**config.mk**
```make
export PLATFORM = sky130hd
export DESIGN_NAME = http_response_length_framer_flat
export DESIGN_NICKNAME = d
export VERILOG_FILES = /design/src/hw/rtl/hrlf_pkg.sv /design/src/hw/rtl/hrlf_if.sv /design/src/hw/rtl/http_response_length_framer.sv /design/src/flat_wrapper.sv
export SDC_FILE = /design/constraint.sdc
export NUM_CORES = 1
export LEC_CHECK = 0
export BUFFER_PORTS_ARGS = -buffer_cell sky130_fd_sc_hd__buf_2
export CAP_MARGIN = 20
export CORE_AREA = 2 2 191 99
export CTS_BUF_LIST = sky130_fd_sc_hd__clkbuf_4
export DETAILED_ROUTE_END_ITERATION = 12
export DIE_AREA = 0 0 193 101
export GPL_ROUTABILITY_DRIVEN = 0
export PLACE_DENSITY = 0.79
export SYNTH_ARGS = -nofsm -noshare
export SYNTH_HDL_FRONTEND = slang
export SYNTH_SLANG_ARGS = --single-unit
export TNS_END_PERCENT = 5
```
**constraint.sdc**
```tcl
create_clock -name clk -period 11.2 [get_ports clk]
set_input_delay 0.56 -clock clk [delete_from_list [all_inputs] [get_ports clk]]
set_output_delay 0.56 -clock clk [all_outputs]
set_load 0.02 [all_outputs]
```
**src/hw/rtl/hrlf_pkg.sv**
```systemverilog
// Shared constants, payload types and the length-prefix table for the
// HTTP response length framer. No dependencies.
package hrlf_pkg;

  localparam int LENGTH_BITS = 31;
  localparam int PREFIX_LEN  = 16;
  localparam int LINE_POS_W  = 5;
  localparam int SUM_W       = LENGTH_BITS + 4;

  localparam logic [7:0] CHAR_CR   = 8'h0D;
  localparam logic [7:0] CHAR_LF   = 8'h0A;
  localparam logic [7:0] CHAR_ZERO = 8'h30;
  localparam logic [7:0] CHAR_NINE = 8'h39;

  typedef logic [LENGTH_BITS-1:0] length_t;
  typedef logic [LINE_POS_W-1:0]  line_pos_t;

  typedef struct packed {
    logic       is_body;
    logic [7:0] body_byte;
    logic       last_body;
    logic       reply_done;
    logic       header_complete;
    logic       length_known;
  } result_t;

  // Characters of "Content-Length: " by position in the line.
  function automatic logic [7:0] prefix_char(input logic [3:0] pos);
    logic [7:0] c;
    case (pos)
      4'd0:    c = 8'h43; // C
      4'd1:    c = 8'h6F; // o
      4'd2:    c = 8'h6E; // n
      4'd3:    c = 8'h74; // t
      4'd4:    c = 8'h65; // e
      4'd5:    c = 8'h6E; // n
      4'd6:    c = 8'h74; // t
      4'd7:    c = 8'h2D; // -
      4'd8:    c = 8'h4C; // L
      4'd9:    c = 8'h65; // e
      4'd10:   c = 8'h6E; // n
      4'd11:   c = 8'h67; // g
      4'd12:   c = 8'h74; // t
      4'd13:   c = 8'h68; // h
      4'd14:   c = 8'h3A; // :
      default: c = 8'h20; // space
    endcase
    return c;
  endfunction

endpackage

```
**src/hw/rtl/hrlf_if.sv**
```systemverilog
// Valid/ready channel interfaces for the framer: response bytes in, results out.
// No dependencies.
interface hrlf_byte_if;
  logic       valid;
  logic       ready;
  logic [7:0] data_byte;
  logic       restart;

  modport source (output valid, output data_byte, output restart, input ready);
  modport sink   (input valid, input data_byte, input restart, output ready);
endinterface

interface hrlf_result_if;
  logic       valid;
  logic       ready;
  logic       is_body;
  logic [7:0] body_byte;
  logic       last_body;
  logic       reply_done;
  logic       header_complete;
  logic       length_known;

  modport source (output valid, output is_body, output body_byte, output last_body,
                  output reply_done, output header_complete, output length_known,
                  input ready);
  modport sink   (input valid, input is_body, input body_byte, input last_body,
                  input reply_done, input header_complete, input length_known,
                  output ready);
endinterface

```
**src/hw/rtl/http_response_length_framer.sv**
```systemverilog
// Each accepted byte's result is registered in the output or the skid register.
// Throughput: one byte per cycle; a two-entry output buffer (result register plus skid
// register) lets a byte be taken while one result waits, and stalls input only when both
// are full. Reset (rst, synchronous) clears parser state and both output slots; no
// clearing pass is needed.
// Depends on hrlf_pkg and hrlf_if.
module http_response_length_framer (
  input  logic          clk,
  input  logic          rst,
  hrlf_byte_if.sink     byte_ch,
  hrlf_result_if.source result_ch
);

  hrlf_pkg::line_pos_t line_position, line_position_next;
  logic                prefix_matching, prefix_matching_next;
  logic                first_was_cr, first_was_cr_next;
  hrlf_pkg::length_t   digit_value, digit_value_next;
  logic                value_invalid, value_invalid_next;
  logic                cr_pending, cr_pending_next;
  logic                have_length, have_length_next;
  hrlf_pkg::length_t   body_length, body_length_next;
  logic                header_ended, header_ended_next;
  hrlf_pkg::length_t   body_count, body_count_next;
  logic                reply_finished, reply_finished_next;

  hrlf_pkg::result_t   result_next;
  hrlf_pkg::result_t   out_data, skid_data;
  logic                out_valid, skid_valid;
  logic                accept, pop;

  assign byte_ch.ready = !skid_valid;
  assign accept        = byte_ch.valid && byte_ch.ready;
  assign pop           = out_valid && result_ch.ready;

  always_comb begin
    logic [7:0]                  b;
    logic [3:0]                  digit;
    logic [hrlf_pkg::SUM_W-1:0]  dv_ext;
    logic [hrlf_pkg::SUM_W-1:0]  sum;
    logic                        is_body, last, done;

    b      = byte_ch.data_byte;
    digit  = b[3:0];
    is_body = 1'b0;
    last    = 1'b0;
    done    = 1'b0;

    line_position_next   = line_position;
    prefix_matching_next = prefix_matching;
    first_was_cr_next    = first_was_cr;
    digit_value_next     = digit_value;
    value_invalid_next   = value_invalid;
    cr_pending_next      = cr_pending;
    have_length_next     = have_length;
    body_length_next     = body_length;
    header_ended_next    = header_ended;
    body_count_next      = body_count;
    reply_finished_next  = reply_finished;

    if (byte_ch.restart) begin
      line_position_next   = '0;
      prefix_matching_next = 1'b1;
      first_was_cr_next    = 1'b0;
      digit_value_next     = '0;
      value_invalid_next   = 1'b0;
      cr_pending_next      = 1'b0;
      have_length_next     = 1'b0;
      body_length_next     = '0;
      header_ended_next    = 1'b0;
      body_count_next      = '0;
      reply_finished_next  = 1'b0;
    end

    dv_ext = {4'b0, digit_value_next};
    sum    = (dv_ext << 3) + (dv_ext << 1) + {{(hrlf_pkg::SUM_W-4){1'b0}}, digit};

    if (!header_ended_next) begin
      if (b == hrlf_pkg::CHAR_LF) begin
        if (line_position_next == '0 ||
            (line_position_next == hrlf_pkg::LINE_POS_W'(1) && first_was_cr_next)) begin
          header_ended_next = 1'b1;
          // zero-length body completes on the blank line itself
          if (have_length_next && body_length_next == '0 && !reply_finished_next) begin
            reply_finished_next = 1'b1;
            done                = 1'b1;
          end
        end else if (prefix_matching_next &&
                     line_position_next >= hrlf_pkg::LINE_POS_W'(hrlf_pkg::PREFIX_LEN)) begin
          have_length_next = 1'b1;
          body_length_next = value_invalid_next ? '0 : digit_value_next;
        end
        line_position_next   = '0;
        prefix_matching_next = 1'b1;
        first_was_cr_next    = 1'b0;
        digit_value_next     = '0;
        value_invalid_next   = 1'b0;
        cr_pending_next      = 1'b0;
      end else begin
        if (line_position_next == '0 && b == hrlf_pkg::CHAR_CR)
          first_was_cr_next = 1'b1;
        if (line_position_next < hrlf_pkg::LINE_POS_W'(hrlf_pkg::PREFIX_LEN)) begin
          if (b != hrlf_pkg::prefix_char(line_position_next[3:0]))
            prefix_matching_next = 1'b0;
          line_position_next = line_position_next + hrlf_pkg::LINE_POS_W'(1);
        end else if (prefix_matching_next) begin
          // a CR followed by anything but LF spoils the value
          if (cr_pending_next)
            value_invalid_next = 1'b1;
          cr_pending_next = 1'b0;
          if (b == hrlf_pkg::CHAR_CR) begin
            cr_pending_next = 1'b1;
          end else if (b >= hrlf_pkg::CHAR_ZERO && b <= hrlf_pkg::CHAR_NINE) begin
            if (!value_invalid_next) begin
              if (sum[hrlf_pkg::SUM_W-1:hrlf_pkg::LENGTH_BITS] != '0)
                value_invalid_next = 1'b1;
              else
                digit_value_next = sum[hrlf_pkg::LENGTH_BITS-1:0];
            end
          end else begin
            value_invalid_next = 1'b1;
          end
        end
      end
    end else if (have_length_next && body_count_next < body_length_next) begin
      is_body         = 1'b1;
      body_count_next = body_count_next + hrlf_pkg::LENGTH_BITS'(1);
      if (body_count_next == body_length_next) begin
        last = 1'b1;
        if (!reply_finished_next) begin
          reply_finished_next = 1'b1;
          done                = 1'b1;
        end
      end
    end

    result_next.is_body         = is_body;
    result_next.body_byte       = is_body ? b : 8'h00;
    result_next.last_body       = last;
    result_next.reply_done      = done;
    result_next.header_complete = header_ended_next;
    result_next.length_known    = have_length_next;
  end

  always_ff @(posedge clk) begin
    if (rst) begin
      line_position   <= '0;
      prefix_matching <= 1'b1;
      first_was_cr    <= 1'b0;
      digit_value     <= '0;
      value_invalid   <= 1'b0;
      cr_pending      <= 1'b0;
      have_length     <= 1'b0;
      body_length     <= '0;
      header_ended    <= 1'b0;
      body_count      <= '0;
      reply_finished  <= 1'b0;
    end else if (accept) begin
      line_position   <= line_position_next;
      prefix_matching <= prefix_matching_next;
      first_was_cr    <= first_was_cr_next;
      digit_value     <= digit_value_next;
      value_invalid   <= value_invalid_next;
      cr_pending      <= cr_pending_next;
      have_length     <= have_length_next;
      body_length     <= body_length_next;
      header_ended    <= header_ended_next;
      body_count      <= body_count_next;
      reply_finished  <= reply_finished_next;
    end
  end

  // Output register with skid slot behind it.
  always_ff @(posedge clk) begin
    if (rst) begin
      out_valid  <= 1'b0;
      skid_valid <= 1'b0;
    end else if (pop) begin
      if (skid_valid) begin
        out_data   <= skid_data;
        skid_valid <= 1'b0;
      end else if (accept) begin
        out_data <= result_next;
      end else begin
        out_valid <= 1'b0;
      end
    end else if (accept) begin
      if (!out_valid) begin
        out_data  <= result_next;
        out_valid <= 1'b1;
      end else begin
        skid_data  <= result_next;
        skid_valid <= 1'b1;
      end
    end
  end

  assign result_ch.valid           = out_valid;
  assign result_ch.is_body         = out_data.is_body;
  assign result_ch.body_byte       = out_data.body_byte;
  assign result_ch.last_body       = out_data.last_body;
  assign result_ch.reply_done      = out_data.reply_done;
  assign result_ch.header_complete = out_data.header_complete;
  assign result_ch.length_known    = out_data.length_known;

endmodule

```
**src/flat_wrapper.sv**
```systemverilog
// flat-port wrapper written by rule: the top's interface ports become plain ports
module http_response_length_framer_flat 
  (clk, rst, byte_ch_valid, byte_ch_data_byte, byte_ch_restart, byte_ch_ready, result_ch_valid, result_ch_is_body, result_ch_body_byte, result_ch_last_body, result_ch_reply_done, result_ch_header_complete, result_ch_length_known, result_ch_ready);
  hrlf_byte_if byte_ch_i ();
  hrlf_result_if result_ch_i ();
  input  logic clk;
  input  logic rst;
  input wire logic [$bits(byte_ch_i.valid)-1:0] byte_ch_valid;
  input wire logic [$bits(byte_ch_i.data_byte)-1:0] byte_ch_data_byte;
  input wire logic [$bits(byte_ch_i.restart)-1:0] byte_ch_restart;
  output wire logic [$bits(byte_ch_i.ready)-1:0] byte_ch_ready;
  output wire logic [$bits(result_ch_i.valid)-1:0] result_ch_valid;
  output wire logic [$bits(result_ch_i.is_body)-1:0] result_ch_is_body;
  output wire logic [$bits(result_ch_i.body_byte)-1:0] result_ch_body_byte;
  output wire logic [$bits(result_ch_i.last_body)-1:0] result_ch_last_body;
  output wire logic [$bits(result_ch_i.reply_done)-1:0] result_ch_reply_done;
  output wire logic [$bits(result_ch_i.header_complete)-1:0] result_ch_header_complete;
  output wire logic [$bits(result_ch_i.length_known)-1:0] result_ch_length_known;
  input wire logic [$bits(result_ch_i.ready)-1:0] result_ch_ready;
  assign byte_ch_i.valid = byte_ch_valid;
  assign byte_ch_i.data_byte = byte_ch_data_byte;
  assign byte_ch_i.restart = byte_ch_restart;
  assign byte_ch_ready = byte_ch_i.ready;
  assign result_ch_valid = result_ch_i.valid;
  assign result_ch_is_body = result_ch_i.is_body;
  assign result_ch_body_byte = result_ch_i.body_byte;
  assign result_ch_last_body = result_ch_i.last_body;
  assign result_ch_reply_done = result_ch_i.reply_done;
  assign result_ch_header_complete = result_ch_i.header_complete;
  assign result_ch_length_known = result_ch_i.length_known;
  assign result_ch_i.ready = result_ch_ready;
  http_response_length_framer u_core (.clk(clk), .rst(rst), .byte_ch(byte_ch_i), .result_ch(result_ch_i));
endmodule
```
==> impl_metrics.env, run 1 <==
export IMPL_status="complete, no violations"
export IMPL_period_share_pct=48.3
export IMPL_max_stage_delay_ns=0.81
export IMPL_r2r_start="u_core.digit_value[13]"
export IMPL_setup_slack_ns=5.79
export IMPL_crit_path_start_kind="primary input"
export IMPL_post_cts_resize_count=0
export IMPL_synth_seq_area_share_pct=26.7
export IMPL_portBuffers=27
export IMPL_hold_buffers=0
export IMPL_postCtsSetupBuffers=0
export IMPL_start_util_pct=60.9
export IMPL_cp_arrival_ns=5.93
export IMPL_grt_usage_pct=35.2
export IMPL_dpl_cell_count=1540
export IMPL_rsz0062_at_grt="false"
export IMPL_placement_cell_area_um2=11100
export IMPL_final_seq_area_um2=2920
export IMPL_drive_above_1_share_pct=7.88
export IMPL_cp_required_ns=11.72
export IMPL_die_x_um=193
export IMPL_synthMuxAreaShare_pct=2.62
export IMPL_drtPass1Iterations=6
export IMPL_setup_viol=0
export IMPL_dp_hpwl_mm=25.2
export IMPL_synthesis_nets=1463
export IMPL_fin_area_um2=11400
export IMPL_antenna_found_initial=0
export IMPL_final_setup_skew_ns=0.0293
export IMPL_synth_xor_area_share_pct=6.65
export IMPL_worst_pin_slew_ns=1.22
export IMPL_min_delay_path_class="in -> reg"
export IMPL_slew_headroom_pct=18.7
export IMPL_drt_iter0_markers=1638
export IMPL_slowest_stage="nor3_2"
export IMPL_synth_edf_count=26
export IMPL_setup_tns_ns=0
export IMPL_crit_path_max_fanout=75
export IMPL_grt_start_max_net_pins=76
export IMPL_clock_sinks=133
export IMPL_path_cells="buf_4 > buf_4 > nor2b_1 > ha_1 > ha_1 > a21o_1 > a21oi_1 > a21oi_1 > a2111oi_0 > nand3_1 > a21oi_1 > nand4_1 > nor3_2 > a22o_1"
export IMPL_cts_buffers=17
export IMPL_via_count=10700
export IMPL_synthCells=1350
export IMPL_gr_total_overflow=0
export IMPL_htree_levels=4
export IMPL_synth_fa_ha_area_share_pct=11.5
export IMPL_min_delay_start="rst"
export IMPL_crit_top_cell="a21oi_1"
export IMPL_ff2ff_setup_slack_ns=6.29
export IMPL_core_um2=18000
export IMPL_antenna_cells=0
export IMPL_fillers=1546
export IMPL_synth_top_family_by_area="simple AND/OR/NAND/NOR gates"
export IMPL_clk_insertion_delay_late_ns=0.59
export IMPL_async_flop_share_pct=0
export IMPL_via_per_inst=6.80
export IMPL_grtUsageMet2_pct=44.7
export IMPL_max_vdd_ir_drop_mv=0.0777
export IMPL_timing_worst_setup_path_type="in -> reg"
export IMPL_final_cells=1572
export IMPL_synth_simple_gate_area_share_pct=26.1
export IMPL_maxCapViolCount=0
export IMPL_synth_compound_gate_area_share_pct=21.7
export IMPL_power_density_nw_per_um2=82.1
export IMPL_use_met3_pct=14.2
export IMPL_endpoint_kind="register"
export IMPL_clockBufferDepth=2
export IMPL_synth_seq_cells=133
export IMPL_worstHoldEndpoint="u_core.line_position[3]"
export IMPL_fin_crit_ns=5.41
export IMPL_ys_warn_count=0
export IMPL_ant_nets=0
export IMPL_syn_cell_area_um2=10900
export IMPL_root_buffer="clkbuf_4"
export IMPL_r2r_end="u_core.digit_value[26]"
export IMPL_pre_cts_ws_ns=5.36
export IMPL_yosysUniqueCellTypes=86
export IMPL_r2r_cells=11
export IMPL_report_final_slew_viol_count=0
export IMPL_fmax_ghz=0.185
export IMPL_hold_viol=0
export IMPL_grt_pass1_vias=9524
export IMPL_synth_area_per_cell_um2=8.09
export IMPL_fin_total_pwr_uw=936
export IMPL_dieHeight_um=101
export IMPL_clkSlewWorstSetupHoldPaths_ns=0.14
export IMPL_holdPathStages=2
export IMPL_rows=35
export IMPL_drt_total_wl_mm=33.7
export IMPL_use_met1_pct=54.4
export IMPL_syn_to_final_growth_pct=4.35
export IMPL_final_nets=1432
export IMPL_tritoncts="done"
export IMPL_die_area_um2=19500
export IMPL_grt_busiest_layer="met1"
export IMPL_synth_main_ff_cell="dfxtp_1"
export IMPL_wire_per_inst_um=21.5
export IMPL_io_pins=28
export IMPL_grt_pass1_wl_mm=52.9
export IMPL_multi_input_area_um2=7520
export IMPL_drc=0
export IMPL_power_leakage_uw=0.00469
[cell usage after synthesis, drive strengths merged (31+ instances only)]
cell	number	area (um2)
xnor2	54	473
o21ai	61	305
nor2b	60	375
a21oi	87	439
a22oi	35	263
nand4	38	257
ha	99	1240
clkbuf	61	230
nand3	37	185
nand2	124	465
nor2	114	444
inv	31	116
nor3	32	165
dfxtp	107	2140
[how the worst max path moves through the flow]
stage	start	end	slack, ns	cells after the start
finish	byte_ch_restart	u_core.digit_value[26]	5.79	14
detailed placement	byte_ch_restart	u_core.digit_value[22]	5.36	14
global placement	byte_ch_restart	u_core.digit_value[24]	5.43	14
floorplan	byte_ch_restart	u_core.digit_value[17]	5.50	24
global route	byte_ch_restart	u_core.digit_value[22]	5.27	14
CTS	byte_ch_restart	u_core.digit_value[22]	5.95	14
[cells by family (layout without fill, tap and decap cells)]
family,count (synthesis),count (layout)
xor+xnor,83,83
compound gates,349,349
fa+ha+maj,100,100
simple gates,538,538
flops,133,133
mux,27,27
buf+inv,120,102
[cells in the final DEF, fill, tap and decap left out, drive strengths merged, types with 28 or more instances in the layout]
cell   instances
a21oi         87
a22oi         35
buf           38
dfxtp        107
ha            99
inv           35
nand2        124
nand3         37
nand4         38
nor2         114
nor2b         60
nor3          32
nor4          28
o21ai         61
xnor2         54
xor2          29
[flip-flops by register name, indices dropped and copies added (netlist names), 5 cells and up]
signal and cells:
u_core.skid_data 13, u_core.digit_value 31, u_core.result_ch.body_byte 8, u_core.body_length 31, u_core.body_count 31, u_core.line_position 5
[power by group]
part           internal [uW]  switching (uW)  total [uW]  leakage (uW)
clock                    160             213         374      0.000168
sequential               491            3.08         494       0.00110
combinational           16.3            52.3        68.6       0.00343
[metrics by stage]
step           util [%]  hold WS (ns)
4_1_cts            63.5         0.171
2_1_floorplan         -         0.442
3_5_place_dp       61.8         0.465
3_3_place_gp       61.7         0.456
5_1_grt            63.5         0.181
6_report           63.5         0.196
[critical path: cells and delay by family]
| family | cells | cell delay (ns) |
|---|---|---|
| simple gates | 4 | 1.67 |
| compound gates | 6 | 1.83 |
| buf+inv | 2 | 1.10 |
| fa+ha+maj | 2 | 0.68 |
[routing by layer]
layer | up-vias | routed length, um | part of all wire (%)
met1 | 5024 | 15800 | 47
met2 | 676 | 12600 | 37
met5 | - | 0 | 0
met4 | 0 | 436 | 1.3
li1 | 4943 | - | -
met3 | 46 | 4950 | 15
[area by class of cell]
| type | instances | area share, % |
|---|---|---|
| Inverter | 32 | 1.05 |
| Clock inverter | 14 | 1.56 |
| Tap cell | 240 | 2.63 |
| Sequential cell | 133 | 25.6 |
| Clock buffer | 18 | 1.19 |
| Timing Repair Buffer | 38 | 2.00 |
| Multi-Input combinational cell | 1097 | 65.9 |
No activity file was read; power rests on OpenSTA's default activity.
==> run 2: changes to the inputs <==
--- a/config.mk
+++ b/config.mk
@@ -7,12 +7,12 @@
 export LEC_CHECK = 0
 export BUFFER_PORTS_ARGS = -buffer_cell sky130_fd_sc_hd__buf_2
 export CAP_MARGIN = 20
-export CORE_AREA = 2 2 191 99
+export CORE_AREA = 2 2 196 102
 export CTS_BUF_LIST = sky130_fd_sc_hd__clkbuf_4
 export DETAILED_ROUTE_END_ITERATION = 12
-export DIE_AREA = 0 0 193 101
+export DIE_AREA = 0 0 198 104
 export GPL_ROUTABILITY_DRIVEN = 0
-export PLACE_DENSITY = 0.79
+export PLACE_DENSITY = 0.78
 export SYNTH_ARGS = -nofsm -noshare
 export SYNTH_HDL_FRONTEND = slang
 export SYNTH_SLANG_ARGS = --single-unit
==> constraint.sdc (replaced) <==
create_clock -name clk -period 4.5 [get_ports clk]
set_input_delay 0.225 -clock clk [delete_from_list [all_inputs] [get_ports clk]]
set_output_delay 0.225 -clock clk [all_outputs]
set_load 0.02 [all_outputs]
==> impl_metrics.env, run 2 (synthesis gave the netlist of run 1 again) <==
export IMPL_tritoncts="done"
export IMPL_antenna_found_initial=1
export IMPL_max_vdd_ir_drop_mv=0.373
export IMPL_drt_iter0_markers=1520
export IMPL_io_pins=28
export IMPL_final_setup_skew_ns=0.0319
export IMPL_ant_nets=0
export IMPL_dpl_cell_count=1595
export IMPL_hold_viol=0
export IMPL_endpoint_kind="register"
export IMPL_r2r_end="u_core.digit_value[5]"
export IMPL_grt_start_max_net_pins=70
export IMPL_min_delay_start="byte_ch_data_byte[5]"
export IMPL_dp_hpwl_mm=25.8
export IMPL_grt_pass1_wl_mm=53.8
export IMPL_final_nets=1470
export IMPL_grt_usage_pct=33.4
export IMPL_cp_arrival_ns=4.79
export IMPL_status="complete, no violations"
export IMPL_slew_headroom_pct=31.9
export IMPL_drt_total_wl_mm=34.0
export IMPL_setup_tns_ns=0
export IMPL_drtPass1Iterations=5
export IMPL_root_buffer="clkbuf_4"
export IMPL_largestRegisters="u_core.body_count (31), u_core.body_length (31), u_core.digit_value (31)"
export IMPL_wire_per_inst_um=20.8
export IMPL_cts_buffers=17
export IMPL_htree_levels=4
export IMPL_r2r_cells=12
export IMPL_antenna_cells=0
export IMPL_final_core_util_pct=62.5
export IMPL_rows=36
export IMPL_via_per_inst=6.62
export IMPL_clockBufferDepth=2
export IMPL_gr_total_overflow=0
export IMPL_clk_insertion_delay_late_ns=0.61
export IMPL_setup_viol=0
export IMPL_die_area_um2=20600
export IMPL_final_cells=1636
export IMPL_min_delay_path_class="in -> reg"
export IMPL_via_count=10800
export IMPL_timing_worst_setup_path_type="reg -> reg"
export IMPL_worst_pin_slew_ns=1.01
export IMPL_cp_required_ns=5.03
export IMPL_fmax_ghz=0.235
export IMPL_drive_above_1_share_pct=10.2
export IMPL_rsz0062_at_grt="false"
export IMPL_start_util_pct=57.6
export IMPL_portBuffers=27
export IMPL_die_x_um=198
export IMPL_maxCapViolCount=0
export IMPL_power_leakage_uw=0.00492
export IMPL_drc=0
export IMPL_worstHoldEndpoint="u_core.skid_data[9]"
export IMPL_ff2ff_setup_slack_ns=0.24
export IMPL_r2r_start="u_core.digit_value[13]"
export IMPL_clock_sinks=133
export IMPL_clkSlewWorstSetupHoldPaths_ns=0.13
export IMPL_period_share_pct=94.6
export IMPL_core_um2=19000
export IMPL_crit_path_max_fanout=7
export IMPL_holdPathStages=2
export IMPL_final_cell_mix="nand2_1, nor2_1, dfxtp_1, ha_1, a21oi_1"
export IMPL_syn_to_final_growth_pct=8.38
export IMPL_fin_crit_ns=4.26
export IMPL_crit_path_start_kind="register"
export IMPL_dieHeight_um=104
export IMPL_grt_pass1_vias=9571
export IMPL_report_final_slew_viol_count=0
export IMPL_power_density_nw_per_um2=203
export IMPL_mostFrequentLayoutCell="nand2_1"
export IMPL_postCtsSetupBuffers=0
==> run 2: per-layer routing <==
| metal | GRT usage, % | wire length, um | up-vias |
|---|---|---|---|
| met5 | 0 | 13 | - |
| met2 | 42.4 | 12900 | 688 |
| met1 | 51.5 | 15500 | 5077 |
| li1 | - | - | 5019 |
| met3 | 13.7 | 5140 | 46 |
| met4 | 6.39 | 423 | 2 |
==> run 2: layout make-up <==
cell class / count / area (um2)
clock inverters: 15 / 216
well taps: 266 / 333
clock buffers: 17 / 128
repair buffers: 76 / 558
flip-flops and latches: 133 / 2920
fillers: 1615 / 7120
multi-input cells: 1097 / 7560
inverters: 32 / 120
==> run 2: what timing repair did <==
action,CTS,global route
hold buffers,8,0
endpoints found under the setup margin,0,20
resized for setup,0,1
endpoints found under the hold margin,8,0
==> run 2: critical path, stage by stage, from the launching register on <==
cell	delay, ns
dfxtp_1	0.39
nor2b_1	0.27
ha_1	0.29
ha_1	0.40
a211oi_1	0.30
o211ai_1	0.16
a21boi_0	0.62
nand2b_1	0.40
a211oi_1	0.36
nand4_1	0.25
buf_4	0.23
or3_1	0.37
a31oi_1	0.16
==> run 2: worst max path at each step <==
stage                                 from                     end  slack (ns)  cells past startpoint
finish              u_core.digit_value[13]   u_core.digit_value[5]        0.24                     12
detailed placement         byte_ch_restart   u_core.digit_value[5]        0.11                     14
global placement           byte_ch_restart   u_core.digit_value[5]        0.14                     14
global route        u_core.digit_value[13]   u_core.digit_value[5]        0.06                     12
floorplan                  byte_ch_restart  u_core.digit_value[17]       -0.12                     24
CTS                 u_core.digit_value[30]   u_core.digit_value[5]        0.32                     13
==> run 2: where the power goes <==
group / switching, uW / internal [uW]
sequential: 7.82 / 1220
clock: 532 / 455
combinational: 136 / 53.0
total: 676 / 1730
==> run 2: stage by stage <==
| stage | hold slack (ns) | cell area, um2 | total power [uW] | setup WS, ns |
|---|---|---|---|---|
| after global placement | 0.445 | 11400 | 1420 | 0.139 |
| after detailed placement | 0.459 | 11400 | 1430 | 0.113 |
| after floorplan | 0.325 | 11000 | 1370 | -0.123 |
| final | 0.0504 | 11800 | 2400 | 0.242 |
| after CTS | 0.00527 | 11800 | 2400 | 0.321 |
| after global routing | 0.0106 | 11800 | 2480 | 0.0576 |
==> run 3: changes to the inputs <==
--- a/config.mk
+++ b/config.mk
@@ -5,7 +5,7 @@
 export SDC_FILE = /design/constraint.sdc
 export NUM_CORES = 1
 export LEC_CHECK = 0
-export BUFFER_PORTS_ARGS = -buffer_cell sky130_fd_sc_hd__buf_2
+export BUFFER_PORTS_ARGS = -buffer_cell sky130_fd_sc_hd__buf_4
 export CAP_MARGIN = 20
 export CORE_AREA = 2 2 196 102
 export CTS_BUF_LIST = sky130_fd_sc_hd__clkbuf_4
==> impl_metrics.env, run 3 (synthesis gave the netlist of run 1 again) <==
export IMPL_ant_nets=0
export IMPL_p_sw_uw=621
export IMPL_setup_tns_ns=0
export IMPL_drive_above_1_share_pct=10.3
export IMPL_core_um2=19000
export IMPL_final_nets=1475
export IMPL_crit_path_max_fanout=5
export IMPL_pwr_share_comb_pct=8.7
export IMPL_htree_levels=4
export IMPL_maxCapViolCount=0
export IMPL_fin_crit_ns=4.28
export IMPL_swShare_pct=27.8
export IMPL_p_seq_share_pct=55.0
export IMPL_grt_usage_pct=33.1
export IMPL_fmax_ghz=0.234
export IMPL_dp_hpwl_mm=25.9
export IMPL_clockBufferDepth=2
export IMPL_use_met3_pct=12.8
export IMPL_clockPowerShare_pct=36.3
export IMPL_holdWs_ns=0.0400
export IMPL_min_delay_path_class="in -> reg"
export IMPL_clk_insertion_delay_late_ns=0.60
export IMPL_slew_headroom_pct=31.1
export IMPL_via_per_inst=6.53
export IMPL_portBuffers=27
export IMPL_r2r_end="u_core.result_ch.reply_done"
export IMPL_drt_iter0_markers=1308
export IMPL_drc=0
export IMPL_grtUsageMet2_pct=42.5
export IMPL_mostFrequentLayoutCell="nand2_1"
export IMPL_max_vdd_ir_drop_mv=0.248
export IMPL_report_final_slew_viol_count=0
export IMPL_die_area_um2=20600
export IMPL_die_x_um=198
export IMPL_rsz0062_at_grt="false"
export IMPL_clkSlewWorstSetupHoldPaths_ns=0.13
export IMPL_cp_required_ns=4.97
export IMPL_rows=36
export IMPL_p_int_uw=1610
export IMPL_tritoncts="done"
export IMPL_grt_pass1_wl_mm=53.4
export IMPL_syn_to_final_growth_pct=8.58
export IMPL_antenna_found_initial=1
export IMPL_period_share_pct=95.0
export IMPL_timing_worst_setup_path_type="reg -> reg"
export IMPL_setup_viol=0
export IMPL_drt_total_wl_mm=33.6
export IMPL_io_pins=28
export IMPL_root_buffer="clkbuf_4"
export IMPL_use_met1_pct=51.8
export IMPL_gr_total_overflow=0
export IMPL_min_delay_start="rst"
export IMPL_status="complete, no violations"
export IMPL_holdPathStages=2
export IMPL_ff2ff_setup_slack_ns=0.22
export IMPL_antenna_cells=0
export IMPL_grt_pass1_vias=9650
export IMPL_r2r_start="u_core.body_count[0]"
export IMPL_final_setup_skew_ns=0.0185
export IMPL_grt_start_max_net_pins=63
export IMPL_power_leakage_uw=0.00494
export IMPL_grt_busiest_layer="met1"
export IMPL_wire_per_inst_um=20.5
export IMPL_dieHeight_um=104
export IMPL_cts_buffers=17
export IMPL_crit_path_start_kind="register"
export IMPL_hold_viol=0
export IMPL_via_count=10700
export IMPL_final_cell_mix="nand2_1, nor2_1, dfxtp_1, ha_1, a21oi_1"
export IMPL_r2r_cells=12
export IMPL_worstHoldEndpoint="u_core.body_length[7]"
export IMPL_cp_arrival_ns=4.75
export IMPL_startpoint="u_core.body_count[0]"
export IMPL_endpoint_kind="register"
export IMPL_drtPass1Iterations=8
export IMPL_worst_pin_slew_ns=1.02
export IMPL_clock_sinks=133
export IMPL_power_density_nw_per_um2=188
export IMPL_start_util_pct=57.6
export IMPL_largestRegisters="u_core.body_count (31), u_core.body_length (31), u_core.digit_value (31)"
-- run 3: cell count changes in the layout (fill, tap and decap cells not counted), moves of 2 or more --
cell and delta:
clkinv_2 +4, clkinv_4 -2, bufinv_16 -2, dlygate4sd3_1 +2, buf_2 -26, buf_4 +30
inv_6 -3
-- run 3: how the worst max path moves through the flow --
| stage | end | slack [ns] | cells after the start |
|---|---|---|---|
| 3_3_place_gp | u_core.result_ch.reply_done | 0.44 | 14 |
| 3_5_place_dp | u_core.digit_value[19] | 0.39 | 15 |
| 6_report | u_core.result_ch.reply_done | 0.22 | 12 |
| 4_1_cts | u_core.result_ch.reply_done | 0.50 | 12 |
| 2_1_floorplan | u_core.digit_value[17] | -0.12 | 24 |
| 5_1_grt | u_core.result_ch.reply_done | 0.20 | 12 |
-- run 3: critical path, stage by stage (launching register included) --
cell       delay [ns]
dfxtp_1          0.52
nand2_1          0.25
inv_1            0.11
ha_1             0.27
nand3_1          0.22
nor3_1           0.49
nand4_1          0.30
xnor2_1          0.20
a2111o_1         0.38
or4_4            0.49
nor4_4           0.52
a2bb2oi_2        0.22
mux2_2           0.16
-- run 3: layout make-up --
cell class / instances / area (um2)
Fill cell: 1650 / 7100
Sequential cell: 133 / 2920
Clock inverter: 14 / 135
Clock buffer: 18 / 135
Multi-Input combinational cell: 1097 / 7560
Tap cell: 266 / 333
Inverter: 32 / 120
Timing Repair Buffer: 81 / 653
-- run 3: power by group through the flow --
stage	Combinational, uW	Sequential (uW)	Clock (uW)
after floorplan	114	1260	0
after global placement	174	1250	0
after detailed placement	179	1250	0
after CTS	186	1230	816
after global routing	206	1230	868
final	193	1230	811
-- run 3: what timing repair did --
action / in CTS / in global routing
hold buffers: 10 / 0
buffers inserted: 0 / 0
resized for setup: 0 / 0
hold endpoints to repair: 10 / 0
endpoints found under the setup margin: 0 / 0
-- run 3: per-stage QoR --
| step | total power [uW] | utilization, % | instances | setup slack (ns) | instance area (um2) |
|---|---|---|---|---|---|
| 2_1_floorplan | 1370 | - | 1350 | -0.123 | 11000 |
| 3_3_place_gp | 1430 | 60.5 | 1597 | 0.444 | 11500 |
| 3_5_place_dp | 1430 | 60.6 | 1598 | 0.386 | 11500 |
| 4_1_cts | 2230 | 62.5 | 1640 | 0.500 | 11900 |
| 5_1_grt | 2300 | 62.6 | 1641 | 0.197 | 11900 |
| 6_report | 2230 | 62.6 | 1641 | 0.224 | 11900 |
-- run 3: routing by layer --
| metal | wire length (um) | part of all wire [%] | up-vias |
|---|---|---|---|
| met5 | 13 | 0.039 | - |
| met4 | 359 | 1.1 | 2 |
| met3 | 4810 | 14 | 44 |
| met2 | 12600 | 37 | 615 |
| met1 | 15900 | 47 | 5033 |
| li1 | - | - | 5023 |
